`config.mk`:
```
export PLATFORM = sky130hd
export DESIGN_NAME = pd_altitude_throttle_top
export DESIGN_NICKNAME = d
export VERILOG_FILES = /design/src/rtl/pdat_pkg.sv /design/src/rtl/pdat_mul.sv /design/src/rtl/pd_altitude_throttle_top.sv
export SDC_FILE = /design/constraint.sdc
export NUM_CORES = 1
export LEC_CHECK = 0
export BUFFER_PORTS_ARGS = -buffer_cell sky130_fd_sc_hd__buf_4
export CAP_MARGIN = 0
export CORE_UTILIZATION = 45
export CTS_BUF_LIST = sky130_fd_sc_hd__clkbuf_2 sky130_fd_sc_hd__clkbuf_4 sky130_fd_sc_hd__clkbuf_8
export DETAILED_ROUTE_END_ITERATION = 8
export PLACE_DENSITY = 0.7
export SETUP_SLACK_MARGIN = 0.1
export SLEW_MARGIN = 30
export SYNTH_ARGS = -nofsm -noshare
export SYNTH_HDL_FRONTEND = slang
export SYNTH_SLANG_ARGS = --single-unit
```
`constraint.sdc`:
```
create_clock -name clk -period 9.5 [get_ports clk]
set_input_delay 1.425 -clock clk [delete_from_list [all_inputs] [get_ports clk]]
set_output_delay 1.425 -clock clk [all_outputs]
set_load 0.005 [all_outputs]
```
`src/rtl/pdat_pkg.sv`:
```
// pdat_pkg: shared widths, register indexes and constants for the altitude throttle block
// used by pdat_mul and pd_altitude_throttle_top; no dependencies

package pdat_pkg;

    // field widths
    localparam int ALT_W    = 10;
    localparam int GAIN_W   = 16;
    localparam int THR_W    = 10;
    localparam int PULSE_W  = 11;
    localparam int ERR_W    = 11;
    localparam int DIFF_W   = 12;
    localparam int CFG_W    = 16;
    localparam int CFG_IDX_W = 3;

    // shared multiplier operand and product widths
    localparam int MUL_A_W  = 17;
    localparam int MUL_B_W  = 22;
    localparam int MUL_P_W  = MUL_A_W + MUL_B_W;

    // signed q22.8 accumulator (30 bits, 8 fraction bits)
    localparam int ACC_W    = 30;
    localparam int FRAC_W   = 8;

    // pulse mapping: divide by 999 via reciprocal, 2^24 / 999 rounded down
    localparam int THR_MAX    = 999;
    localparam int RECIP_SH   = 24;
    localparam int RECIP      = (1 << RECIP_SH) / THR_MAX;
    localparam int PROD_W     = 21;
    localparam int QUOT_W     = 11;
    localparam int PSUM_W     = 12;

    // default pulse range in microseconds
    localparam int MIN_PULSE_DEF = 1000;
    localparam int MAX_PULSE_DEF = 2000;

    // configuration register indexes
    typedef enum logic [CFG_IDX_W-1:0] {
        CFG_TARGET       = 3'd0,
        CFG_PROP_GAIN    = 3'd1,
        CFG_DERIV_GAIN   = 3'd2,
        CFG_BASE_CLOSED  = 3'd3,
        CFG_LIMIT_CLOSED = 3'd4,
        CFG_BASE_OPEN    = 3'd5,
        CFG_LIMIT_OPEN   = 3'd6
    } cfg_index_t;

    // operands for the shared multiplier
    typedef struct packed {
        logic                      en;
        logic signed [MUL_A_W-1:0] a;
        logic signed [MUL_B_W-1:0] b;
    } mul_req_t;

endpackage

```
`src/rtl/pdat_mul.sv`:
```
// pdat_mul: shared signed multiplier with a registered product
// depends on pdat_pkg for operand widths and the request struct

module pdat_mul (
    input  logic                                  clk,
    input  logic                                  rst_n,
    input  pdat_pkg::mul_req_t                    req,
    output logic signed [pdat_pkg::MUL_P_W-1:0]   product
);
    import pdat_pkg::*;

    logic signed [MUL_P_W-1:0] product_reg;

    // one multiply per cycle, held when idle
    always_ff @(posedge clk or negedge rst_n)
    begin
        if (!rst_n)
        begin
            product_reg <= '0;
        end
        else if (req.en)
        begin
            product_reg <= req.a * req.b;
        end
    end

    assign product = product_reg;

endmodule

```
`src/rtl/pd_altitude_throttle_top.sv`:
```
// pd_altitude_throttle_top: pd altitude hold with clamped throttle and servo pulse mapping
// depends on pdat_pkg and pdat_mul
//
//  channel   | direction | payload (lowest bit first)
//  s_axis    | in        | tdata: altitude_cm[9:0], zero pad; tuser: grabber_open
//  m_axis    | out       | tdata: throttle_level[9:0], pulse_us[20:10], zero pad
//  cfg       | in        | cfg_index selects register, cfg_data holds the value
//
// an item steps through the states from prop to fix, then done loads the result and returns
// to idle, where the input is ready again; every product goes through the one registered
// 17x22 multiplier (two for the correction, three for the pulse mapping), one per cycle.
// s_axis_tready is high only while the sequencer is idle; a finished result waits in the
// output register, so the next item is taken while m_axis stalls.
// reset clears the registers to their defaults and the previous error to zero.

module pd_altitude_throttle_top #(
    parameter int MIN_PULSE = pdat_pkg::MIN_PULSE_DEF,
    parameter int MAX_PULSE = pdat_pkg::MAX_PULSE_DEF
) (
    input  logic                                clk,
    input  logic                                rst_n,
    input  logic                                s_axis_tvalid,
    output logic                                s_axis_tready,
    input  logic [15:0]                         s_axis_tdata,   // altitude_cm[9:0], pad
    input  logic [0:0]                          s_axis_tuser,   // grabber_open
    output logic                                m_axis_tvalid,
    input  logic                                m_axis_tready,
    output logic [23:0]                         m_axis_tdata,   // throttle_level, pulse_us, pad
    input  logic                                cfg_wr_en,
    input  logic [pdat_pkg::CFG_IDX_W-1:0]      cfg_index,
    input  logic [pdat_pkg::CFG_W-1:0]          cfg_data
);
    import pdat_pkg::*;

    localparam logic signed [MUL_A_W-1:0] SPAN_OP  = MUL_A_W'(MAX_PULSE - MIN_PULSE);
    localparam logic signed [MUL_A_W-1:0] RECIP_OP = MUL_A_W'(RECIP);
    localparam logic signed [MUL_A_W-1:0] DIV_OP   = MUL_A_W'(THR_MAX);
    localparam logic [PSUM_W-1:0]         MIN_OP   = PSUM_W'(MIN_PULSE);
    localparam logic [THR_W-1:0]          THR_TOP  = THR_W'(THR_MAX);

    typedef enum logic [3:0] {
        ST_IDLE,
        ST_PROP,
        ST_DERIV,
        ST_SUM,
        ST_CLAMP,
        ST_SPAN,
        ST_RECIP,
        ST_QMUL,
        ST_FIX,
        ST_DONE
    } state_t;

    state_t                      state_reg;

    // configuration registers
    logic [ALT_W-1:0]            target_reg;
    logic [GAIN_W-1:0]           kp_reg;
    logic [GAIN_W-1:0]           kd_reg;
    logic [THR_W-1:0]            base_closed_reg;
    logic [THR_W-1:0]            limit_closed_reg;
    logic [THR_W-1:0]            base_open_reg;
    logic [THR_W-1:0]            limit_open_reg;

    // datapath registers
    logic signed [ERR_W-1:0]     prev_err_reg;
    logic signed [ERR_W-1:0]     err_reg;
    logic signed [DIFF_W-1:0]    diff_reg;
    logic                        open_reg;
    logic signed [ACC_W-1:0]     acc_reg;
    logic [THR_W-1:0]            thr_reg;
    logic [PROD_W-1:0]           p_reg;
    logic [QUOT_W-1:0]           q_reg;

    // output register
    logic                        m_valid_reg;
    logic [THR_W-1:0]            out_thr_reg;
    logic [PULSE_W-1:0]          out_pulse_reg;

    logic                        s_xfer;
    logic signed [ERR_W-1:0]     err_now;
    logic signed [DIFF_W-1:0]    diff_now;
    logic [THR_W-1:0]            base_sel;
    logic [THR_W-1:0]            limit_raw;
    logic [THR_W-1:0]            limit_sel;
    logic [PROD_W-1:0]           thr_pos;
    logic [THR_W-1:0]            thr_next;
    logic [QUOT_W-1:0]           q_est;
    logic [PROD_W:0]             rem;
    logic [PSUM_W-1:0]           pulse_sum;
    mul_req_t                    mul_req;
    logic signed [MUL_P_W-1:0]   mul_q;

    assign s_xfer = s_axis_tvalid && s_axis_tready;

    // error and its change against the last reading
    assign err_now  = $signed({1'b0, target_reg}) - $signed({1'b0, s_axis_tdata[ALT_W-1:0]});
    assign diff_now = DIFF_W'(err_now) - DIFF_W'(prev_err_reg);

    // base and limit for the grabber position, limit held to 999
    assign base_sel  = open_reg ? base_open_reg : base_closed_reg;
    assign limit_raw = open_reg ? limit_open_reg : limit_closed_reg;
    assign limit_sel = (limit_raw > THR_TOP) ? THR_TOP : limit_raw;

    // truncate toward zero and clamp; any negative sum ends at zero
    assign thr_pos = acc_reg[FRAC_W +: PROD_W];
    always_comb
    begin
        if (acc_reg[ACC_W-1])
        begin
            thr_next = '0;
        end
        else if (thr_pos > PROD_W'(limit_sel))
        begin
            thr_next = limit_sel;
        end
        else
        begin
            thr_next = thr_pos[THR_W-1:0];
        end
    end

    // reciprocal quotient estimate and remainder check
    assign q_est     = mul_q[RECIP_SH +: QUOT_W];
    assign rem       = {1'b0, p_reg} - mul_q[PROD_W:0];
    assign pulse_sum = PSUM_W'(q_reg) + MIN_OP;

    // operand selection for the shared multiplier
    always_comb
    begin
        mul_req.en = 1'b1;
        mul_req.a  = '0;
        mul_req.b  = '0;
        case (state_reg)
            ST_PROP:
            begin
                mul_req.a = $signed({1'b0, kp_reg});
                mul_req.b = MUL_B_W'(err_reg);
            end
            ST_DERIV:
            begin
                mul_req.a = $signed({1'b0, kd_reg});
                mul_req.b = MUL_B_W'(diff_reg);
            end
            ST_SPAN:
            begin
                mul_req.a = SPAN_OP;
                mul_req.b = $signed(MUL_B_W'(thr_reg));
            end
            ST_RECIP:
            begin
                mul_req.a = RECIP_OP;
                mul_req.b = $signed(MUL_B_W'(mul_q[PROD_W-1:0]));
            end
            ST_QMUL:
            begin
                mul_req.a = DIV_OP;
                mul_req.b = $signed(MUL_B_W'(q_est));
            end
            default:
            begin
                mul_req.en = 1'b0;
            end
        endcase
    end

    pdat_mul u_mul (
        .clk     (clk),
        .rst_n   (rst_n),
        .req     (mul_req),
        .product (mul_q)
    );

    // sequencer, configuration and registered outputs
    always_ff @(posedge clk or negedge rst_n)
    begin
        if (!rst_n)
        begin
            state_reg        <= ST_IDLE;
            target_reg       <= '0;
            kp_reg           <= GAIN_W'(256);
            kd_reg           <= '0;
            base_closed_reg  <= '0;
            limit_closed_reg <= THR_TOP;
            base_open_reg    <= '0;
            limit_open_reg   <= THR_TOP;
            prev_err_reg     <= '0;
            err_reg          <= '0;
            diff_reg         <= '0;
            open_reg         <= 1'b0;
            acc_reg          <= '0;
            thr_reg          <= '0;
            p_reg            <= '0;
            q_reg            <= '0;
            m_valid_reg      <= 1'b0;
            out_thr_reg      <= '0;
            out_pulse_reg    <= '0;
        end
        else
        begin
            // register writes
            if (cfg_wr_en)
            begin
                case (cfg_index)
                    CFG_TARGET:       target_reg       <= cfg_data[ALT_W-1:0];
                    CFG_PROP_GAIN:    kp_reg           <= cfg_data;
                    CFG_DERIV_GAIN:   kd_reg           <= cfg_data;
                    CFG_BASE_CLOSED:  base_closed_reg  <= cfg_data[THR_W-1:0];
                    CFG_LIMIT_CLOSED: limit_closed_reg <= cfg_data[THR_W-1:0];
                    CFG_BASE_OPEN:    base_open_reg    <= cfg_data[THR_W-1:0];
                    CFG_LIMIT_OPEN:   limit_open_reg   <= cfg_data[THR_W-1:0];
                    default:          ;
                endcase
            end

            // result taken downstream, the finishing step loads the next one itself
            if (m_axis_tready && (state_reg != ST_DONE))
            begin
                m_valid_reg <= 1'b0;
            end

            case (state_reg)
                ST_IDLE:
                begin
                    if (s_xfer)
                    begin
                        err_reg      <= err_now;
                        diff_reg     <= diff_now;
                        prev_err_reg <= err_now;
                        open_reg     <= s_axis_tuser[0];
                        state_reg    <= ST_PROP;
                    end
                end
                ST_PROP:
                begin
                    state_reg <= ST_DERIV;
                end
                ST_DERIV:
                begin
                    acc_reg   <= $signed({{(ACC_W-THR_W-FRAC_W){1'b0}}, base_sel, {FRAC_W{1'b0}}})
                                 + mul_q[ACC_W-1:0];
                    state_reg <= ST_SUM;
                end
                ST_SUM:
                begin
                    acc_reg   <= acc_reg + mul_q[ACC_W-1:0];
                    state_reg <= ST_CLAMP;
                end
                ST_CLAMP:
                begin
                    thr_reg   <= thr_next;
                    state_reg <= ST_SPAN;
                end
                ST_SPAN:
                begin
                    state_reg <= ST_RECIP;
                end
                ST_RECIP:
                begin
                    p_reg     <= mul_q[PROD_W-1:0];
                    state_reg <= ST_QMUL;
                end
                ST_QMUL:
                begin
                    q_reg     <= q_est;
                    state_reg <= ST_FIX;
                end
                ST_FIX:
                begin
                    // estimate is at most one short
                    if (rem >= (PROD_W+1)'(THR_MAX))
                    begin
                        q_reg <= q_reg + 1'b1;
                    end
                    state_reg <= ST_DONE;
                end
                ST_DONE:
                begin
                    if (!m_valid_reg || m_axis_tready)
                    begin
                        out_thr_reg   <= thr_reg;
                        out_pulse_reg <= pulse_sum[PULSE_W-1:0];
                        m_valid_reg   <= 1'b1;
                        state_reg     <= ST_IDLE;
                    end
                end
                default:
                begin
                    state_reg <= ST_IDLE;
                end
            endcase
        end
    end

    assign s_axis_tready = (state_reg == ST_IDLE);
    assign m_axis_tvalid = m_valid_reg;
    assign m_axis_tdata  = {{(24-THR_W-PULSE_W){1'b0}}, out_pulse_reg, out_thr_reg};

    // busy straight after taking an item
    a_busy_after_take: assert property (@(posedge clk) disable iff (!rst_n)
        s_xfer |=> !s_axis_tready)
        else $error("sequencer took a second item while busy");

    // throttle never above full scale
    a_thr_bound: assert property (@(posedge clk) disable iff (!rst_n)
        m_axis_tvalid |-> (m_axis_tdata[THR_W-1:0] <= THR_TOP))
        else $error("throttle above full scale");

    // a new result only comes from the finishing step
    a_load_from_done: assert property (@(posedge clk) disable iff (!rst_n)
        $rose(m_axis_tvalid) |-> $past(state_reg == ST_DONE))
        else $error("result loaded outside the finishing step");

    // corrected quotient leaves a remainder below the divisor
    a_quot_exact: assert property (@(posedge clk) disable iff (!rst_n)
        (state_reg == ST_FIX) |-> (rem < (PROD_W+1)'(2 * THR_MAX)))
        else $error("reciprocal estimate more than one short");

endmodule
```
======== Word level (Yosys, flattened, before mapping) ========
Index checks and enable logic that the tools add are counted.
word-level totals
  flip-flop bits (word level) ............. 239
  input bits .............................. 41
  output and inout bits ................... 26
  logic and storage cells ................. 85
cells by class
  $add $sub $neg .......................... 7
  multiply operators ...................... 1
  magnitude comparators ................... 3
  equality and inequality tests ........... 19
  mux-type cells .......................... 16
  reduce and logical (&&, ||, !) cells .... 20
operators with widths
  operator                                                             number
  case mux 38 bit (5 select lines)                                     1
  case mux 30 bit (2 select lines)                                     1
  two-way mux 10 bit                                                   5
  case mux 4 bit (10 select lines)                                     1
  multiplier 17 x 22 -> 35 bit                                         1
  adder 18 x 30 -> 30 bit                                              1
  adder 30 bit                                                         1
  greater-or-equal comparator 22 x 10 -> 1 bit, second input constant  1
  case mux 11 bit (2 select lines)                                     1
  AND reduction 2 bit                                                  11
  subtractor 21 x 22 -> 22 bit                                         1
  > comparator 21 x 10 -> 1 bit                                        1
  == test 4 x 3 -> 1 bit, second input constant                        4
  subtractor 11 x 11 -> 12 bit                                         1
  adder 11 x 1 -> 11 bit, second input constant                        1
  adder 11 x 10 -> 11 bit, second input constant                       1
  two-way mux 11 bit                                                   1
  subtractor 10 x 10 -> 11 bit                                         1
  > comparator 10 bit, second input constant                           1
  == test 3 bit, second input constant                                 3
  == test 4 x 2 -> 1 bit, second input constant                        2
  == test 4 bit, second input constant                                 2
  two-way mux 4 bit                                                    2
  == test 3 x 2 -> 1 bit, second input constant                        2
  other kinds (13)                                                     19

======== Longest topological paths before layout ========
Gate-level depths: netlist (run 1).
  depth after elaboration ................. 6
  gate-level depth with buffers ........... 31
  mapped depth without buffers ............ 28

======== By module ========
Synthesis (run 1) repeated with hierarchy kept, for this count alone.
second synthesis, totals
  cells, all modules ...................... 3055
  area total of the unflattened synthesis .. 28526.1 µm²
modules (own cells, without submodules)
  module                    times used  cells an instance  area an instance (µm²)  seq. area each (µm²)
  pdat_mul                  1           1607               15021.9                 975.9
  pd_altitude_throttle_top  1           1448               13504.2                 5126.2

======== Worst setup path after synthesis (run 1) ========
OpenSTA, ideal clock, no wires.
  kind .................................... register to register
  start ................................... register state_reg[3]
  end ..................................... register u_mul.product_reg[34] (netlist: u_mul.product[34])
  library setup time ...................... 0.130 ns
  arrival ................................. 7.495 ns
  required time ........................... 9.370 ns
  path slack .............................. 1.875 ns
  cell stages (with the launch flop) ...... 29
  path buffers ............................ 4
  clock period less this slack ............ 7.625 ns
  cell sequence ........................... dfrtp_1 -> nand2b_1 -> clkbuf_1 -> nor2_1 -> clkbuf_1 -> clkbuf_1 -> nand2_1 -> nand2_1 -> clkbuf_1 -> nand2_1 -> fa_1 -> fa_1 -> fa_1 -> inv_1 -> fa_1 -> fa_1 -> inv_1 -> fa_1 -> inv_1 -> ha_1 -> o21a_1 -> o211ai_1 -> nand2_1 -> o21a_1 -> a211oi_1 -> o21ai_0 -> o41ai_1 -> xnor2_1 -> o21ai_1
between the ends
  longest elaborated chain between the ends .. 3
  elaborated cells on any way between the ends .. 9
  those cells by class .................... mul: 1; eq/ne: 5; mux: 2; reduce/logical: 1
RTL lines
  item                                                                    RTL line                                         text
  from (decl)                                                             pd_altitude_throttle_top.sv:54                   state_t state_reg;
  from (signal assigned)                                                  pd_altitude_throttle_top.sv:179                  state_reg <= ST_IDLE;
  from (signal assigned)                                                  pd_altitude_throttle_top.sv:231                  state_reg <= ST_PROP;
  from (signal assigned)                                                  pd_altitude_throttle_top.sv:236                  state_reg <= ST_DERIV;
  == test 4 x 3 -> 1 bit, or another cell as far along                    pd_altitude_throttle_top.sv:134                  case (state_reg)
  case mux 38 bit (5 select lines) or OR reduction 5 bit (tied branches)  -
  multiplier 17 x 22 -> 35 bit or two-way mux 1 bit (tied branches)       pdat_mul.sv:23, pd_altitude_throttle_top.sv:134
  to (signal assigned)                                                    pdat_mul.sv:23                                   product_reg <= req.a * req.b;
  to (decl)                                                               pdat_mul.sv:12                                   logic signed [MUL_P_W-1:0] product_reg;
Several ways; a longest one is shown, not always the timed one.
A chain may end at the register's enable or synchronous reset.

======== Worst setup path in the final report (run 1) ========
  start ................................... register state_reg[2]
  end ..................................... register u_mul.product_reg[31] (netlist: u_mul.product[31])
The elaborated chain is that of the path after synthesis.

==> results of run 1 <==
## layer usage
layer	part of all wire	track usage	routed length [um]
met1	0.44	0.338	31700
met2	0.45	0.382	32600
met3	0.083	0.0473	6010
met4	0.030	0.0671	2150
met5	0.00018	0	13
## power by group through the flow
stage / clock (mW) / sequential, mW / combinational [mW]
floorplan: 0 / 1.62 / 6.05
global placement: 0 / 1.84 / 8.16
detailed placement: 0 / 1.86 / 8.29
CTS: 1.06 / 1.84 / 8.35
global route: 1.11 / 1.89 / 9.42
finish: 1.04 / 1.86 / 8.37
## critical path: cells and delay by family, from the launching register on
family	cells	cell delay (ns)
adder cells (fa/ha/maj)	7	3.43
AND/OR/NAND/NOR	6	1.89
AO/OA/AOI/OAI	7	1.79
flip-flops	1	0.65
buffers and inverters	4	0.41
XOR/XNOR	1	0.18
## stage by stage
step                worst slack (ns)  hold slack (ns)  utilization
CTS                            0.939            0.479        0.495
floorplan                       1.87            0.447            -
finish                         0.980            0.476        0.496
global placement                1.04            0.459        0.480
global route                   0.511            0.503        0.496
detailed placement             0.989            0.463        0.480
## cell families (layout without fill, tap and decap cells)
group / after synthesis / after routing / synth area share
other: 1 / 3 / 0.000138
multiplexers: 129 / 129 / 0.0525
buffers and inverters: 675 / 726 / 0.0956
adder cells (fa/ha/maj): 506 / 506 / 0.323
flip-flops: 239 / 239 / 0.221
AO/OA/AOI/OAI: 530 / 530 / 0.129
AND/OR/NAND/NOR: 873 / 873 / 0.147
XOR/XNOR: 103 / 103 / 0.0332
## cell type report
cell class                      instances  area [um^2]  area share
Timing Repair Buffer                  106          836      0.0284
Clock inverter                         10          135     0.00459
Multi-Input combinational cell       2144        18700       0.634
Sequential cell                       239         6000       0.204
Clock buffer                           62          778      0.0264
Inverter                              548         2060      0.0699
Tap cell                              773          967      0.0329
## cells in the final DEF, fill, tap and decap left out, drive strengths merged, types with 29 or more instances in the layout
cell type,count
inv,550
nor2b,38
nor3,52
clkbuf,62
nor2,210
xnor2,64
nand2,384
a21oi,129
ha,181
o21a,29
dfrtp,222
mux2,110
fa,325
xor2,39
buf,106
o21ai,148
nand3,33
a21o,31
## worst max path at each step
stage	startpoint	end	slack, ns	depth (start not counted)
floorplan	state_reg[3]	u_mul.product[34]	1.87	28
global placement	state_reg[2]	u_mul.product[31]	1.04	25
detailed placement	state_reg[2]	u_mul.product[31]	0.99	26
CTS	state_reg[2]	u_mul.product[31]	0.94	25
global route	state_reg[2]	u_mul.product[34]	0.51	28
finish	state_reg[2]	u_mul.product[31]	0.98	25
==> metrics.yaml, run 1 <==
cts_setup_buffers: 0
wl_per_cell_um: 18.7
ant_nets: 0
totalWireLength_um: 72400
grt_pass1_vias: 21113
die_x_um: 248
fin_crit_ns: 8.52
vdd_drop_max_uv: 188
portBuffers: 57
vias: 21291
internal_power_mw: 5.24
synth_top_cells_by_count: "inv_1 (548), nand2_1 (384), fa_1 (325)"
dp_hpwl_um: 57700
synthCells: 3056
routabilityCongestion: 0.955
start_util: 0.458
p_switching_mw: 6.02
leakage_nw: 14.4
synth_ff_type: "dfrtp_1"
die_y_um: 248
rsz0062_at_grt: "no"
synthTopCellsByArea: "fa_1 (24%), dfrtp_1 (20%), ha_1 (8.3%)"
cts_buffer_depth: 3
final_cells: 3882
max_clock_freq_mhz: 117
dieArea_um2: 61400
setup_viol: 0
yosysMostFrequentCell: "inv_1"
diodes: 0
tightest_slew_ns: 1.02
min_from: "out_pulse_reg[1]"
yosysSeqAreaShare: 0.221
status: "completed"
cts_inserted_buffers: 42
finalCritPeriodShare: 0.897
worst-endpoint-required_ns: 9.94
crit_slowest_cell: "nor2_2"
drv_cap: 0
grt_max_degree: 125
async_flop_share: 1.00
holdCritPathClass: "reg2reg"
rows: 89
path_clk_slew_ns: 0.06
cts_root_buf: "clkbuf_8"
antenna_found_initial: 2
grt_pass1_wl_um: 116000
clock-sinks: 239
timing.rr.start: "state_reg[2]"
yosys_register_bits: 239
r2r.worst_path.cells: 25
syn-cell-area_um2: 27200
pwr-share-seq: 0.165
via_per_inst: 5.48
syn2layout_area_growth_pct: 8.27
grt_usage: 0.242
clk_latency_ns: 0.61
finalHoldViolations: 0
synth_top_area_share: 0.239
place_inst: 3809
pwr-share-comb: 0.743
grt.overflow.total: 0
r2r-end: "u_mul.product[31]"
drc: 0
synthDistinctLibCells: 89
holdBufCountCts: 0
ys_warn_count: 0
p_per_area_nw_per_um2: 383
fill_cells: 5606
slowest_delay_ns: 0.67
first_pass_iters: 5
total_power_mw: 11.3
worstSetupEndpointType: "flop"
largest_register_ffs: 35
p_sw_frac: 0.535
drive_above_1_share: 0.114
hold_path_depth: 2
critPathMostFrequentCell: "fa_1"
cts-resized-gates: 0
final_nets: 3628
skew_ns: 0.0508
slew_viol_final: 0
placed_area_um2: 28500
design_area_um2: 29400
first_iter_violations: 1638
yosysTopAreaCell: "fa_1"
r2r_slack_ns: 0.98
crit_type: "reg2reg"
crit_fanout: 22
setup_tns_ns: 0
tritoncts: "done"
syn_avg_cell_area_um2: 8.90
boundaryPins: 67
crit_arrival_ns: 8.96
start_kind: "flop"
synth_edf_count: 0
pwr-share-clk: 0.092
min_to: "out_pulse_reg[1]"
htree_levels: 2
maxSlewHeadroom: 0.320
core-area_um2: 59400
Note: power is estimated with default switching activity, not from simulation.
==> run 2: changes to the inputs <==
- SLEW_MARGIN: 30 -> default
- clock period: 9.5 -> 8.7 ns (I/O delays scaled with it)
==> run 2 against run 1 <==
  * Non-clock buffer count is 16 higher
  * Final cell count is 0.54% higher
  * Sequential share of layout area is 0.096 points lower
  * Sequential cell count stayed put
  * Global-route usage is 0.58 points higher
  * Via count is 0.68% higher
  * Clock power is 14% higher
  * First-iteration DRC count is 2.4% higher
  * Die area stayed put
  * Largest cell class unchanged
==> metrics.yaml, run 2 (synthesis results as in run 1) <==
vdd_drop_max_uv: 213
design_area_um2: 29600
syn2layout_area_growth_pct: 8.78
die_y_um: 248
crit_type: "reg2reg"
cts_setup_buffers: 0
cts_buffer_depth: 3
timing.rr.start: "state_reg[3]"
max_clock_freq_mhz: 123
start_util: 0.458
hold_slack_ns: 0.473
final_nets: 3645
placed_area_um2: 28600
grt.overflow.total: 0
wl_per_cell_um: 18.7
slew_viol_final: 0
start_kind: "flop"
grt_pass1_vias: 21821
p_per_area_nw_per_um2: 416
dieArea_um2: 61400
routabilityCongestion: 0.971
clk_latency_ns: 0.61
diodes: 0
tritoncts: "done"
grt_pass1_wl_um: 119000
dp_hpwl_um: 58800
drv_cap: 0
grt_max_degree: 119
clock-sinks: 239
min_to: "diff_reg[5]"
busiest_layer: "met2"
first_iter_violations: 1678
first_pass_iters: 5
totalWireLength_um: 73100
grtUsageMet2: 0.396
fill_cells: 5565
via_per_inst: 5.49
finalHoldViolations: 0
finalCritPeriodShare: 0.936
drive_above_1_share: 0.120
boundaryPins: 67
htree_levels: 2
min_from: "diff_reg[5]"
r2r.worst_path.cells: 27
maxSlewHeadroom: 0.212
portBuffers: 57
setup_viol: 0
r2r-end: "u_mul.product[34]"
core-area_um2: 59400
crit_arrival_ns: 8.60
critPathMostFrequentCell: "fa_1"
largest_register_ffs: 35
startpoint: "state_reg[3]"
rsz0062_at_grt: "no"
grt_use_met1: 0.345
ant_nets: 0
cts_inserted_buffers: 43
worstSetupEndpointType: "flop"
crit_fanout: 12
cts_root_buf: "clkbuf_8"
path_clk_slew_ns: 0.07
final_cell_mix: "inv_1 (548), nand2_1 (384), fa_1 (325), dfrtp_1 (221), nor2_1 (207)"
die_x_um: 248
rows: 89
r2r_slack_ns: 0.55
drc: 0
antenna_found_initial: 0
setup_tns_ns: 0
tightest_slew_ns: 1.18
status: "completed"
vias: 21436
grtUsageMet3: 0.0426
worst-endpoint-required_ns: 9.15
fin_crit_ns: 8.15
grt_usage: 0.248
crit_slowest_cell: "fa_1"
skew_ns: 0.0354
leakage_nw: 14.5
holdCritPathClass: "reg2reg"
slowest_delay_ns: 0.56
final_common_cell: "inv_1"
critical-path-top-delay-family: "adder cells"
hold_path_depth: 2
worst-path-buf-inv: 8
==> run 2: cell types whose count changed in the layout (fill, tap and decap cells not counted), sizes merged <==
cell	before	now
clkinvlp	2	1
buf	106	122
clkbuf	62	67
inv	550	551
==> run 2: layer usage <==
layer,wire length (um),up-vias
li1,-,10008
met1,32600,10567
met2,33200,740
met3,5420,121
met4,1810,0
met5,0,-
==> run 2: what timing repair did <==
action | CTS | global route
hold endpoints to repair | 0 | 0
setup endpoints to repair | 0 | 6
hold buffers | 0 | 0
resized for setup | 0 | 4
==> run 2: worst register-to-register path, delay by kind of cell (launching register included) <==
kind / cells / cell delay [ns]
fa+ha+maj: 7 / 3.48
compound gates: 6 / 1.45
simple gates: 5 / 1.37
buf+inv: 8 / 1.11
flops: 1 / 0.40
xor+xnor: 1 / 0.18
==> run 2: worst max-delay path by stage <==
stage,slack (ns),cells past startpoint,end
after floorplan,1.07,28,u_mul.product[34]
after global placement,0.56,25,u_mul.product[34]
after detailed placement,0.49,28,u_mul.product[31]
after CTS,0.45,28,u_mul.product[31]
after global routing,0.10,28,u_mul.product[31]
final,0.55,27,u_mul.product[34]
==> run 2: final cells by class <==
class / instances / area [um^2] / share of cell area
clock buffers: 67 / 828 / 0.0280
clock inverters: 10 / 130 / 0.00440
inverters: 548 / 2060 / 0.0695
multi-input cells: 2144 / 18700 / 0.631
flip-flops and latches: 239 / 6000 / 0.203
well taps: 773 / 967 / 0.0327
repair buffers: 122 / 923 / 0.0312
==> run 2: metrics by stage <==
step           power, mW  setup WS [ns]  std cells   util
2_1_floorplan       8.37           1.07       3058      -
3_3_place_gp        10.9          0.558       3826  0.482
3_5_place_dp        11.0          0.489       3826  0.482
4_1_cts             12.3          0.446       3903  0.498
5_1_grt             13.6          0.103       3903  0.498
6_report            12.3          0.554       3903  0.498
==> run 2: report_power, final <==
| part | total, mW | leakage (nW) | switching (mW) | internal, mW |
|---|---|---|---|---|
| Sequential | 2.00 | 2.96 | 0.474 | 1.53 |
| Clock | 1.19 | 0.507 | 0.519 | 0.673 |
| Combinational | 9.12 | 11.0 | 5.54 | 3.58 |
